===== src/sv/bqc_ram.sv =====
`timescale 1ns / 1ps
`default_nettype none
// ---------------------------------------------------------------------------
// bqc_ram
// Generic simple dual-port RAM: one write port, one registered read port.
// ---------------------------------------------------------------------------
module bqc_ram #(
    parameter int WIDTH = 32,
    parameter int DEPTH = 64
) (
    input  wire logic                                     clk,
    input  wire logic                                     we,
    input  wire logic [((DEPTH > 1) ? $clog2(DEPTH) : 1)-1:0] waddr,
    input  wire logic [WIDTH-1:0]                         wdata,
    input  wire logic [((DEPTH > 1) ? $clog2(DEPTH) : 1)-1:0] raddr,
    output logic      [WIDTH-1:0]                         rdata
);

    logic [WIDTH-1:0] mem [DEPTH];
    logic [WIDTH-1:0] rdata_reg;

    always_ff @(posedge clk)
    begin
        if (we)
        begin
            mem[waddr] <= wdata;
        end
        rdata_reg <= mem[raddr];
    end

    assign rdata = rdata_reg;

endmodule
`default_nettype wire


===== config.mk =====
export PLATFORM = sky130hd
export DESIGN_NAME = bqc_ram
export DESIGN_NICKNAME = d
export VERILOG_FILES = /design/src/sv/bqc_ram.sv
export SDC_FILE = /design/constraint.sdc
export NUM_CORES = 2
export LEC_CHECK = 0
export ABC_AREA = 1
export BUFFER_PORTS_ARGS = -buffer_cell sky130_fd_sc_hd__clkbuf_2
export CORE_ASPECT_RATIO = 2
export CORE_MARGIN = 4
export CORE_UTILIZATION = 55
export DETAILED_ROUTE_END_ITERATION = 12
export PLACE_DENSITY = 0.69
export SKIP_LAST_GASP = 1
export SYNTH_ARGS = -nofsm -noshare
export SYNTH_HDL_FRONTEND = slang
export SYNTH_SLANG_ARGS = --single-unit

===== constraint.sdc =====
create_clock -name clk -period 6.9 [get_ports clk]
set_input_delay 1.38 -clock clk [delete_from_list [all_inputs] [get_ports clk]]
set_output_delay 1.38 -clock clk [all_outputs]
set_load 0.05 [all_outputs]

After elaboration in Yosys (flattened, before gate mapping)
Memory sizes are Yosys's and may differ from the RTL's. A register that Yosys moved wholly into a read port is not among the register bits. Cells that the tools add are included.

Mux-type cells: 2.

Operator list (count): 2-to-1 mux 1 bit (2).

Flip-flop bits (word level): 0. RAM bits: 2048. Bits of input ports: 46. Memories kept: 1.

Memories: mem (depth 64, bits a word 32, read ports 1, clocked after memory_dff 1, write ports 1, RTL line 19) `logic [WIDTH-1:0] mem [DEPTH];`.

Logic depth before layout (Yosys ltp)
Depth in word-level cells: 2. Mapped depth: 13. Gate-level depth less buffers: 9.

Worst setup path before layout
Ideal clock, no wire load.

Path kind: input to register. From: input port we. To: memory mem[48][0], enable pin. Data arrival time: 5.008 ns. Required time: 6.398 ns. Slack: 1.390 ns. Stages: 3. Buffers on the path: 1. Path through: clkbuf_1 nand4_1 nor4_1.

Word-level cells in the longest chain between the ends: 2.

Ends and longest elaborated chain: start, declared (RTL line 12) `input wire logic we,`; 2-to-1 mux 1 bit (RTL line 24) `if (we)`; 2-to-1 mux 1 bit (implied by the code) (RTL line 26) `mem[waddr] <= wdata;`; end, declared (RTL line 19).

Every way passes these cells.

==> flow_summary_export.csv <==
group,metric,value,unit
run_status,outcome,"complete, no violations",
setup_path,startpoint_type,"input port",
setup_path,crit_start,"raddr[0]",
global_route,grt_overflow,0,
setup_path,cp_max_fo,80,
sta,clock.fmax,0.237,GHz
clock_tree,insertion_delay,0.82,ns
clock_tree,cts-root-to-sink-buffers,4,
layout,drive_gt1_frac,0.0766,
pwr,peakVddDrop,179,µV
sta,rsz0062_at_grt,"no",
sta,fin_ws,2.68,ns
floorplanning,initial_core_util,0.553,
setup_path,rr_endpoint,"rdata[8]",
logic_synthesis,synthCells,6769,
global_route,grt_pass1_vias,52800,
setup_path,regToRegSetupSlack,4.94,ns
clock_tree,cts_tree,"done",
sta,holdWs,0.810,ns
sta,slew-limit-headroom,0.175,
layout,fillers,11300,
clock_tree,post_cts_buffers,0,
pwr,p_per_area,278,nW/µm²
flow_run,cap_violations,0,
global_route,grtUsageTotal,0.299,
floorplanning,die-area,157000,µm²
floorplanning,die_w,282,µm
layout,finish.utilization,0.604,
sta,fin_crit,4.22,ns
floorplanning,io_pins,78,
logic_synthesis,syn_avg_cell_area,12.2,µm²
sta,hold_viol_final,0,
detailed_routing,drc,0,
placement,numPortBuffers,77,
layout,fin_nets,6774,
sta,slew_viol_final,0,
layout,largest_register_ff_count,2048,
global_route,grt_max_degree,232,
detailed_routing,vias_per_cell,6.20,
clock_tree,htreeDepth,4,
detailed_routing,wl,237000,µm
detailed_routing,drtPass1Iterations,6,
pwr,p_leak,0.0316,µW
global_route,grt_pass1_wl,344000,µm
setup_path,end_kind,"flop",
clock_tree,cts_buffers,174,
floorplanning,coreArea,150000,µm²
worst_hold_path,hp-class,"reg -> reg",
detailed_routing,first_iter_violations,6811,
setup_path,cp-endpoint,"rdata[8]",
clock_tree,postCtsHoldBufs,0,
setup_path,criticalPathCategory,"in -> reg",
layout,final_cell_mix,"nand2_1 (2248), edfxtp_1 (2048), nand3_1 (1907)",
clock_tree,post_cts_resized,0,
setup_path,cp.arrival,4.92,ns
placement,routabilityCongestion,0.861,
clock_tree,cts_sinks,2080,
logic_synthesis,synth_fp_nets,6815,
clock_tree,cts.reportedPaths.clkPinSlew,0.06,ns
sta,skew,0.0491,ns
detailed_routing,num_vias,54500,
detailed_routing,wire_per_inst,27.0,µm
logic_synthesis,yosysUniqueCellTypes,16,
layout,syn_to_final_growth,9.29,%
placement,hpwl,124000,µm
sta,fin_tns_setup,0,ns
setup_path,rr_worst_depth,8,
logic_synthesis,synth_area,82700,µm²
sta,worstMarginPinSlew,1.24,ns
setup_path,reg2reg_from,"mem[16][8]",
detailed_routing,ant_nets,0,
layout,layout_commonest_cell,"nand2_1",
placement,place_ws,1.96,ns
setup_path,cp.required,7.60,ns
sta,post-route-period-util,0.611,
floorplanning,rows,201,
sta,setup_viol,0,
logic_synthesis,synth-seq-cells,2080,
global_route,grt_antenna_before_repair,9,
logic_synthesis,yosysSeqAreaShare,0.751,
floorplanning,die_y,557,µm
logic_synthesis,ys_warn_count,0,
clock_tree,root_buffer,"clkbuf_16",
==> worst max-delay path, stage by stage <==
cell,delay [ns]
buf_8,0.45
buf_4,0.78
buf_4,0.61
nand2_1,0.10
nand3_1,0.11
nand3_1,0.09
nand2_1,0.09
nand2_1,0.08
nand3_1,0.23
nand3_1,0.49
nand2_1,0.33
==> synth_stat cells <==
master	number	area share
buf_8	2	0.00036
nand2_1	2248	0.10
edfxtp_1	2048	0.74
inv_2	2	0.000091
inv_1	9	0.00041
clkbuf_1	77	0.0035
buf_1	40	0.0018
buf_4	45	0.0041
nand3_1	1907	0.12
inv_4	1	0.000076
nor2_1	56	0.0025
dfxtp_1	32	0.0077
buf_6	3	0.00041
nor4_1	8	0.00060
buf_2	282	0.017
nand4_1	9	0.00068
==> cell type report <==
cell class,instances,area (µm²),area share
Multi-Input combinational cell,4228,18800,0.208
Timing Repair Buffer,232,1780,0.0196
Sequential cell,2080,62100,0.687
Clock inverter,81,616,0.00681
Antenna cell,6,15.0,0.000166
Clock buffer,219,4620,0.0511
Inverter,12,82.6,0.000913
Tap cell,1928,2410,0.0267
==> power breakdown <==
part | internal (µW) | switching (µW)
logic | 368 | 1340
clock network | 5070 | 4360
registers | 14000 | 48.3
total | 19400 | 5750
==> kinds of logic (layout without fill, tap and decap cells) <==
family / count (synthesis) / after routing / share of synthesized area
flip-flops: 2080 / 2080 / 0.751
buffers and inverters: 461 / 544 / 0.0278
other: 0 / 6 / 0
AND/OR/NAND/NOR: 4228 / 4228 / 0.221
==> metal layers <==
metal / wire length, µm / GRT usage / vias up
met5: 9 / 0 / -
met4: 16600 / 0.179 / 2
met3: 22900 / 0.0448 / 719
met2: 116000 / 0.495 / 3295
met1: 81900 / 0.374 / 26500
li1: - / - / 24000
==> through the flow <==
step	power [µW]	instances	area (µm²)
2_1_floorplan	15200	6769	82700
3_3_place_gp	16000	8480	85200
3_5_place_dp	16000	8480	85200
4_1_cts	25200	8780	90400
5_1_grt	25800	8781	90400
6_report	25200	8786	90400
==> worst min-delay path by stage <==
| stage | from | end | slack, ns | cells past startpoint |
|---|---|---|---|---|
| global placement | mem[8][13] | rdata[13] | 0.80 | 8 |
| finish | mem[36][5] | rdata[5] | 0.81 | 8 |
| CTS | mem[36][5] | rdata[5] | 0.82 | 8 |
| floorplan | mem[14][0] | rdata[0] | 0.72 | 8 |
| global route | mem[46][6] | rdata[6] | 0.88 | 8 |
| detailed placement | mem[36][5] | rdata[5] | 0.80 | 8 |
(Power assumes the default switching activity.)
