$ cat src/sv/bqc_pkg.sv
`timescale 1ns / 1ps
`default_nettype none
// ---------------------------------------------------------------------------
// bqc_pkg
// Shared constants and types of the biquad cascade filter unit.
// ---------------------------------------------------------------------------
package bqc_pkg;

    localparam int MAX_SECTIONS = 8;
    localparam int MAX_CHANNELS = 8;

    localparam int SEC_W      = (MAX_SECTIONS > 1) ? $clog2(MAX_SECTIONS) : 1;
    localparam int NS_W       = 4;
    localparam int CH_W       = 3;
    localparam int SAMPLE_W   = 16;
    localparam int CIDX_W     = 6;
    localparam int COEF_W     = 24;
    localparam int HIST_W     = 32;
    localparam int PROD_W     = HIST_W + COEF_W;
    localparam int ACC_W      = PROD_W + 4;

    localparam int COEF_DEPTH = 5 * MAX_SECTIONS;
    localparam int COEF_AW    = $clog2(COEF_DEPTH);
    localparam int HIST_DEPTH = 2 * MAX_SECTIONS * MAX_CHANNELS;
    localparam int HIST_AW    = $clog2(HIST_DEPTH);

    localparam int S_TDATA_W  = 56;
    localparam int M_TDATA_W  = 24;
    localparam int ACT_W      = 2;

    // coefficient slots within one section
    localparam int SLOT_A2 = 0;
    localparam int SLOT_A3 = 1;
    localparam int SLOT_B1 = 2;
    localparam int SLOT_B2 = 3;
    localparam int SLOT_B3 = 4;

    typedef enum logic [ACT_W-1:0] {
        ACT_FILTER = 2'd0,
        ACT_WRITE  = 2'd1,
        ACT_CLEAR  = 2'd2
    } action_t;

    typedef enum logic [1:0] {
        MUL_MEM = 2'd0,
        MUL_H1  = 2'd1,
        MUL_H2  = 2'd2,
        MUL_W   = 2'd3
    } mul_sel_t;

    typedef enum logic [2:0] {
        ACC_HOLD   = 3'd0,
        ACC_LOAD_X = 3'd1,
        ACC_SUB    = 3'd2,
        ACC_ADD    = 3'd3,
        ACC_LOAD_P = 3'd4
    } acc_op_t;

    typedef struct packed {
        logic     ld_sample;
        logic     ld_h1;
        logic     ld_h2;
        logic     ld_w;
        logic     ld_x;
        mul_sel_t mul_sel;
        acc_op_t  acc_op;
    } dp_ctrl_t;

endpackage
`default_nettype wire

$ cat src/sv/bqc_datapath.sv
`timescale 1ns / 1ps
`default_nettype none
// ---------------------------------------------------------------------------
// bqc_datapath
// Shared multiplier, accumulator and rounding for one biquad step at a time.
// ---------------------------------------------------------------------------
module bqc_datapath (
    input  wire logic                                   clk,
    input  wire bqc_pkg::dp_ctrl_t                      ctrl,
    input  wire logic signed [bqc_pkg::SAMPLE_W-1:0]    sample,
    input  wire logic signed [bqc_pkg::HIST_W-1:0]      hist_data,
    input  wire logic signed [bqc_pkg::COEF_W-1:0]      coef_data,
    output logic signed      [bqc_pkg::HIST_W-1:0]      h1,
    output logic signed      [bqc_pkg::HIST_W-1:0]      w,
    output logic signed      [bqc_pkg::SAMPLE_W-1:0]    filtered
);

    localparam int AW = bqc_pkg::ACC_W;
    localparam int HW = bqc_pkg::HIST_W;
    localparam int SW = bqc_pkg::SAMPLE_W;

    localparam logic signed [AW-1:0] H_MAX = {{(AW-HW+1){1'b0}}, {(HW-1){1'b1}}};
    localparam logic signed [AW-1:0] H_MIN = {{(AW-HW+1){1'b1}}, {(HW-1){1'b0}}};
    localparam logic signed [HW:0]   S_MAX = {{(HW-SW+2){1'b0}}, {(SW-1){1'b1}}};
    localparam logic signed [HW:0]   S_MIN = {{(HW-SW+2){1'b1}}, {(SW-1){1'b0}}};

    logic signed [HW-1:0]              h1_reg;
    logic signed [HW-1:0]              h2_reg;
    logic signed [HW-1:0]              w_reg;
    logic signed [HW-1:0]              x_reg;
    logic signed [bqc_pkg::PROD_W-1:0] prod_reg;
    logic signed [AW-1:0]              acc_reg;
    logic signed [HW-1:0]              mul_a;
    logic signed [AW-1:0]              acc_next;

    // Q.36 sum to Q16.16, round half up, saturate
    function automatic logic signed [HW-1:0] round_hist(input logic signed [AW-1:0] v);
        logic signed [AW-1:0] t;
        logic signed [HW-1:0] r;
        t = (v + AW'(1 << 19)) >>> 20;
        if (t > H_MAX)
            r = H_MAX[HW-1:0];
        else if (t < H_MIN)
            r = H_MIN[HW-1:0];
        else
            r = t[HW-1:0];
        return r;
    endfunction

    // Q16.16 to integer sample, round half up, saturate
    function automatic logic signed [SW-1:0] round_out(input logic signed [HW-1:0] v);
        logic signed [HW:0]   t;
        logic signed [SW-1:0] r;
        t = ($signed({v[HW-1], v}) + (HW+1)'(1 << 15)) >>> 16;
        if (t > S_MAX)
            r = S_MAX[SW-1:0];
        else if (t < S_MIN)
            r = S_MIN[SW-1:0];
        else
            r = t[SW-1:0];
        return r;
    endfunction

    always_comb
    begin
        case (ctrl.mul_sel)
            bqc_pkg::MUL_MEM: mul_a = hist_data;
            bqc_pkg::MUL_H1:  mul_a = h1_reg;
            bqc_pkg::MUL_H2:  mul_a = h2_reg;
            bqc_pkg::MUL_W:   mul_a = w_reg;
            default:          mul_a = hist_data;
        endcase
    end

    always_comb
    begin
        case (ctrl.acc_op)
            bqc_pkg::ACC_LOAD_X: acc_next = $signed({{(AW-HW-20){x_reg[HW-1]}}, x_reg, 20'd0});
            bqc_pkg::ACC_SUB:    acc_next = acc_reg - AW'(prod_reg);
            bqc_pkg::ACC_ADD:    acc_next = acc_reg + AW'(prod_reg);
            bqc_pkg::ACC_LOAD_P: acc_next = AW'(prod_reg);
            default:             acc_next = acc_reg;
        endcase
    end

    always_ff @(posedge clk)
    begin
        prod_reg <= mul_a * coef_data;
        acc_reg  <= acc_next;
        if (ctrl.ld_h1)
        begin
            h1_reg <= hist_data;
        end
        if (ctrl.ld_h2)
        begin
            h2_reg <= hist_data;
        end
        if (ctrl.ld_w)
        begin
            w_reg <= round_hist(acc_reg);
        end
        if (ctrl.ld_sample)
        begin
            x_reg <= $signed({sample, 16'd0});
        end
        else if (ctrl.ld_x)
        begin
            x_reg <= round_hist(acc_reg);
        end
    end

    assign h1       = h1_reg;
    assign w        = w_reg;
    assign filtered = round_out(x_reg);

endmodule
`default_nettype wire

$ cat config.mk
export PLATFORM = sky130hd
export DESIGN_NAME = bqc_datapath
export DESIGN_NICKNAME = d
export VERILOG_FILES = /design/src/sv/bqc_pkg.sv /design/src/sv/bqc_datapath.sv
export SDC_FILE = /design/constraint.sdc
export NUM_CORES = 2
export LEC_CHECK = 0
export ABC_AREA = 1
export BUFFER_PORTS_ARGS = -buffer_cell sky130_fd_sc_hd__buf_2
export CAP_MARGIN = 10
export CORE_MARGIN = 5
export CORE_UTILIZATION = 30
export CTS_CLUSTER_DIAMETER = 40
export DETAILED_ROUTE_END_ITERATION = 6
export GPL_TIMING_DRIVEN = 0
export PLACE_DENSITY = 0.5
export REMOVE_ABC_BUFFERS = 1
export SYNTH_ARGS = -nofsm -noshare
export SYNTH_HDL_FRONTEND = slang
export SYNTH_SLANG_ARGS = --single-unit
$ cat constraint.sdc
create_clock -name clk -period 10.86 [get_ports clk]
set_clock_uncertainty 0.05 [all_clocks]
set_input_delay 1.086 -clock clk [delete_from_list [all_inputs] [get_ports clk]]
set_output_delay 1.086 -clock clk [all_outputs]
set_load 0.01 [all_outputs]
After elaboration in Yosys (flattened, before gate mapping). Index checks and enable logic that the tools add are counted.

Register bits after elaboration: 244. Output and inout port bits: 80. Word-level logic and storage cells: 34. Bits of input ports: 83.

$add $sub $neg: 4. $mul: 1. Order comparisons: 4. Equality and inequality tests: 7. Reduce and logical (&&, ||, !) cells: 3. Mux-type cells: 8.

Operators by type and width (number): $pmux 60 s4 (1); $mux 32 (4); $pmux 32 s4 (1); $add 60x21->60 const B (1); $add 60x56->60 (1); $sub 60x56->60 (1); $mul 32x24->56 (1); $gt 40x32->1 const B (1); $lt 40x32->1 const B (1); $add 32x17->33 const B (1); $mux 16 (2); $gt 17x16->1 const B (1); $lt 17x16->1 const B (1); $eq 3x2->1 const B (2); $eq 2x2->1 const B (2); $reduce_bool 4->1 (1); $eq 3x1->1 const B (1); $eq 3x3->1 const B (1); $eq 2x1->1 const B (1); $logic_not 2->1 (1); $reduce_bool 2->1 (1).

Logic depth before layout (Yosys ltp).
Depth in word-level cells: 6. Depth in mapped cells: 35. Depth with buffers taken out: 33.

Least setup slack after synthesis. No wires, ideal clock.

Kind: input port to flip-flop. Start point: in ctrl[4] (netlist name). End point: reg prod_reg[53] (netlist name). Stages: 28. Data required time: 10738 ps. Slack: 2609 ps. Setup time: 72 ps. Data arrival time: 8129 ps. Buffers on the path: 2. Path through: nor2_1 > inv_1 > clkbuf_1 > or2_2 > nand2_1 > clkbuf_1 > nor2_1 > fa_1 > inv_1 > fa_1 > inv_1 > fa_1 > fa_1 > fa_1 > fa_1 > inv_1 > fa_1 > inv_1 > ha_1 > nand2_1 > nor2_1 > inv_1 > nor2_1 > inv_1 > nor4_1 > nand3_1 > o21ai_0 > xor2_1.

Longest elaborated chain between the ends: 3. Elaborated cells on any way between the ends: 6.

RTL lines: start, declared (RTL line bqc_datapath.sv:9) `input wire bqc_pkg::dp_ctrl_t ctrl,`; $eq 2x2->1, or another cell as far along (RTL line bqc_datapath.sv:66) `case (ctrl.mul_sel)`; $pmux 32 s4 (*) (RTL line bqc_datapath.sv:66); $mul 32x24->56 (*) (RTL line bqc_datapath.sv:88) `prod_reg <= mul_a * coef_data;`; end signal, assigned (RTL line bqc_datapath.sv:88); end, declared (RTL line bqc_datapath.sv:31) `logic signed [bqc_pkg::PROD_W-1:0] prod_reg;`.

Every way passes the cells marked *; elsewhere a longest branch is shown, timed or not. A chain may end at the register's enable or synchronous reset.

Worst setup path after layout.
Start point: in ctrl[3] (netlist name). End point: reg prod_reg[44] (netlist name).

The elaborated chain is that of the path after synthesis.

==> results.cfg <==
[detailed_routing]
wl_per_cell_um = 22.2
dr_total_vias = 37100
detailedRoute.firstIterationViolations = 2895
ant_nets = 0
drt_wl_total_um = 167000
first_pass_iters = 7
post-route-drc-count = 4
route.detailed.vias_per_inst = 4.95

[timing]
slew_limit_fails = 0
setup_viol_count_final = 0
timing.final.crit_period_ps = 10540
worstMarginPinSlew_ps = 1270
grt_setup_unrepaired = false
max_freq_mhz = 94.9
post-route-period-util_pct = 97.0
finalHoldViolCount = 0
max_slew_margin_pct = 15.2

[synth]
synth_top_family_by_area = adder cells
synthArstFlopShare_pct = 0
compound_gate_portion_of_the_synthesized_area_pct = 6.99
synth_xor_area_share_pct = 3.33
synth_top_area_cell = sky130_fd_sc_hd__fa_1
number_of_synthesized_flops_with_an_enable_pin = 172
syn_area_um2 = 43600
post_synth_mux_area_share_pct = 0
synthCells = 5492
synth-seq-area-share_pct = 15.2
synth_area_per_cell_um2 = 7.94
yosys_warnings = 0
netlist.area_leader.share_pct = 36.0
post_synth_main_area_contributors = sky130_fd_sc_hd__fa_1 (36%), sky130_fd_sc_hd__edfxtp_1 (12%), sky130_fd_sc_hd__inv_1 (10%)
post_synth_fa_ha_maj_area_fraction_pct = 42.1
synth-seq-cells = 244
yosys_most_used_dff = sky130_fd_sc_hd__edfxtp_1
yosysUniqueCellTypes = 51
synth_simple_gate_area_share_pct = 20.6

[critical_path]
timing.critical_path.required_ps = 11270
reg2reg_to = prod_reg[44]
worst_setup_path_endpoint = prod_reg[44]
critPathLaunchType = input pin
critical_path.max_fanout = 17
setup.worst_path.class = input pin to flop
worst_ep_arrival_time_ps = 10940
endpoint_kind = flop
rrSetupSlack_ps = 1700
critical_path.reg2reg.startpoint = h1[9]
ff2ff_path_depth = 25
launch_point_of_the_critical_path = ctrl[3]

[floorplan]
placeable_core_region_um2 = 144000
fp.dieW_um = 391
num_io_pins = 163
initial_core_util_pct = 30.3
num_rows = 139
die_area_um2 = 153000
chipHeight_um = 391

[global_routing]
grt_max_degree = 51
grt_pass1_wl_um = 248000
globalRouteTotalUtil_pct = 21.7
grt-ovfl-total = 0
grt_pass1_vias = 38500
antenna_found_initial = 9

[cells_and_area]
seqCellArea_um2 = 6610
combined_area_of_the_multi_input_logic_cells_um2 = 31900
n_fill_cell = 15500
mostFrequentLayoutCell = sky130_fd_sc_hd__inv_1
fin_area_um2 = 48300
fin_nets = 6625
antenna_cells_inserted = 0
instances_no_fill = 7485
layout.cells.most_common_list = sky130_fd_sc_hd__inv_1 (1160), sky130_fd_sc_hd__nand2_1 (1105), sky130_fd_sc_hd__fa_1 (784)
max_ffs_per_register = 60
final_util_pct = 33.5
areaGrowthSynthToFinish_pct = 10.7
final_layout_size_suffix_gt1_share_pct = 7.11

[placement]
place_inst = 7398
gp_routability_congestion = 0.930
place.port_buffers = 162
detailedPlacementHpwl_um = 138000
post_place_instance_area_um2 = 46600

[clocking]
cts_root_buffer = sky130_fd_sc_hd__clkbuf_16
clock-sinks = 244
clk-insertion-delay-late_ps = 600
tritoncts.num_buffers = 45
post_cts_setup_inserts = 0
bufs_on_longest_clock_path = 3
cts_tree = built
worst_setup_hold_path_clk_slew_ps = 60
cts_hold_buffers = 0
htree_levels = 2

[hold_path]
worstHoldPathType = flop to flop

[status]
failing_checks = DRC
outcome = complete, but fails checks

[flow_run]
max-cap-violations = 0
-- cell usage after synthesis (49+ instances only) --
cell type / n
sky130_fd_sc_hd__fa_1: 784
sky130_fd_sc_hd__clkbuf_1: 159
sky130_fd_sc_hd__o21ai_0: 191
sky130_fd_sc_hd__nand3_1: 148
sky130_fd_sc_hd__dfxtp_1: 72
sky130_fd_sc_hd__nand2_1: 1109
sky130_fd_sc_hd__nor2_1: 741
sky130_fd_sc_hd__ha_1: 212
sky130_fd_sc_hd__a21oi_1: 183
sky130_fd_sc_hd__xor2_1: 124
sky130_fd_sc_hd__edfxtp_1: 172
sky130_fd_sc_hd__inv_1: 1163
sky130_fd_sc_hd__nand2_2: 49
-- logic make-up after synthesis --
| logic type | Yosys count |
|---|---|
| XOR/XNOR | 166 |
| AND/OR/NAND/NOR | 2202 |
| AO/OA/AOI/OAI | 530 |
| flip-flops | 244 |
| adder cells (fa/ha/maj) | 996 |
| buffers and inverters | 1354 |
-- how the worst min path moves through the flow --
stage | from | end | slack (ps) | depth (start not counted)
after floorplan | x_reg[10] | x_reg[10] | 380 | 2
after global placement | x_reg[2] | x_reg[2] | 390 | 2
after detailed placement | x_reg[4] | x_reg[4] | 400 | 2
after CTS | x_reg[6] | x_reg[6] | 410 | 2
after global routing | x_reg[3] | x_reg[3] | 430 | 2
final | x_reg[1] | x_reg[1] | 410 | 2
-- routing by layer --
| layer | GRT usage, % | wire length (µm) |
|---|---|---|
| met1 | 29.4 | 70500 |
| met2 | 36.3 | 79100 |
| met3 | 2.70 | 11200 |
| met5 | 0 | 13 |
| met4 | 6.61 | 5690 |
-- critical path, stage by stage --
cell,delay (ps)
sky130_fd_sc_hd__buf_2,170
sky130_fd_sc_hd__nor2_4,490
sky130_fd_sc_hd__clkinvlp_4,530
sky130_fd_sc_hd__or2_2,400
sky130_fd_sc_hd__nand2_1,660
sky130_fd_sc_hd__inv_1,690
sky130_fd_sc_hd__nand2_1,250
sky130_fd_sc_hd__fa_1,470
sky130_fd_sc_hd__fa_1,550
sky130_fd_sc_hd__inv_1,60
sky130_fd_sc_hd__fa_1,510
sky130_fd_sc_hd__inv_1,80
sky130_fd_sc_hd__fa_1,530
sky130_fd_sc_hd__inv_1,60
sky130_fd_sc_hd__fa_1,500
sky130_fd_sc_hd__fa_1,550
sky130_fd_sc_hd__inv_1,60
sky130_fd_sc_hd__fa_1,620
sky130_fd_sc_hd__inv_1,60
sky130_fd_sc_hd__ha_1,400
sky130_fd_sc_hd__nand2_1,190
sky130_fd_sc_hd__nor2_1,240
sky130_fd_sc_hd__nand2_1,70
sky130_fd_sc_hd__o21ai_0,660
sky130_fd_sc_hd__a21oi_1,350
sky130_fd_sc_hd__o21ai_0,280
sky130_fd_sc_hd__xor2_1,400
-- final cells by class --
cell class,instances,area share [%]
clock buffer,49,2.43
clock inverter,34,0.936
inverter,1174,9.13
multi-input combinational,3895,66.1
sequential,244,13.7
tap,1903,4.93
timing repair buffer,185,2.76
timing repair inverter,1,0.0104
-- metrics by stage --
| stage | TNS, ps | setup WS, ps | hold slack, ps |
|---|---|---|---|
| floorplan | 0 | 1270 | 376 |
| global placement | -171210 | -4420 | 393 |
| detailed placement | -8520 | -631 | 397 |
| CTS | 0 | 92.6 | 410 |
| global route | 0 | 114 | 426 |
| finish | 0 | 324 | 406 |
-- what timing repair did --
item / in CTS / in global routing
setup endpoints to repair: 1 / 21
pin swaps: 0 / 1
resized for setup: 1 / 0
gates cloned: 1 / 1
Power is not shown: default switching activity piles up to over one toggle a cycle in this logic, so the estimate is an artifact.
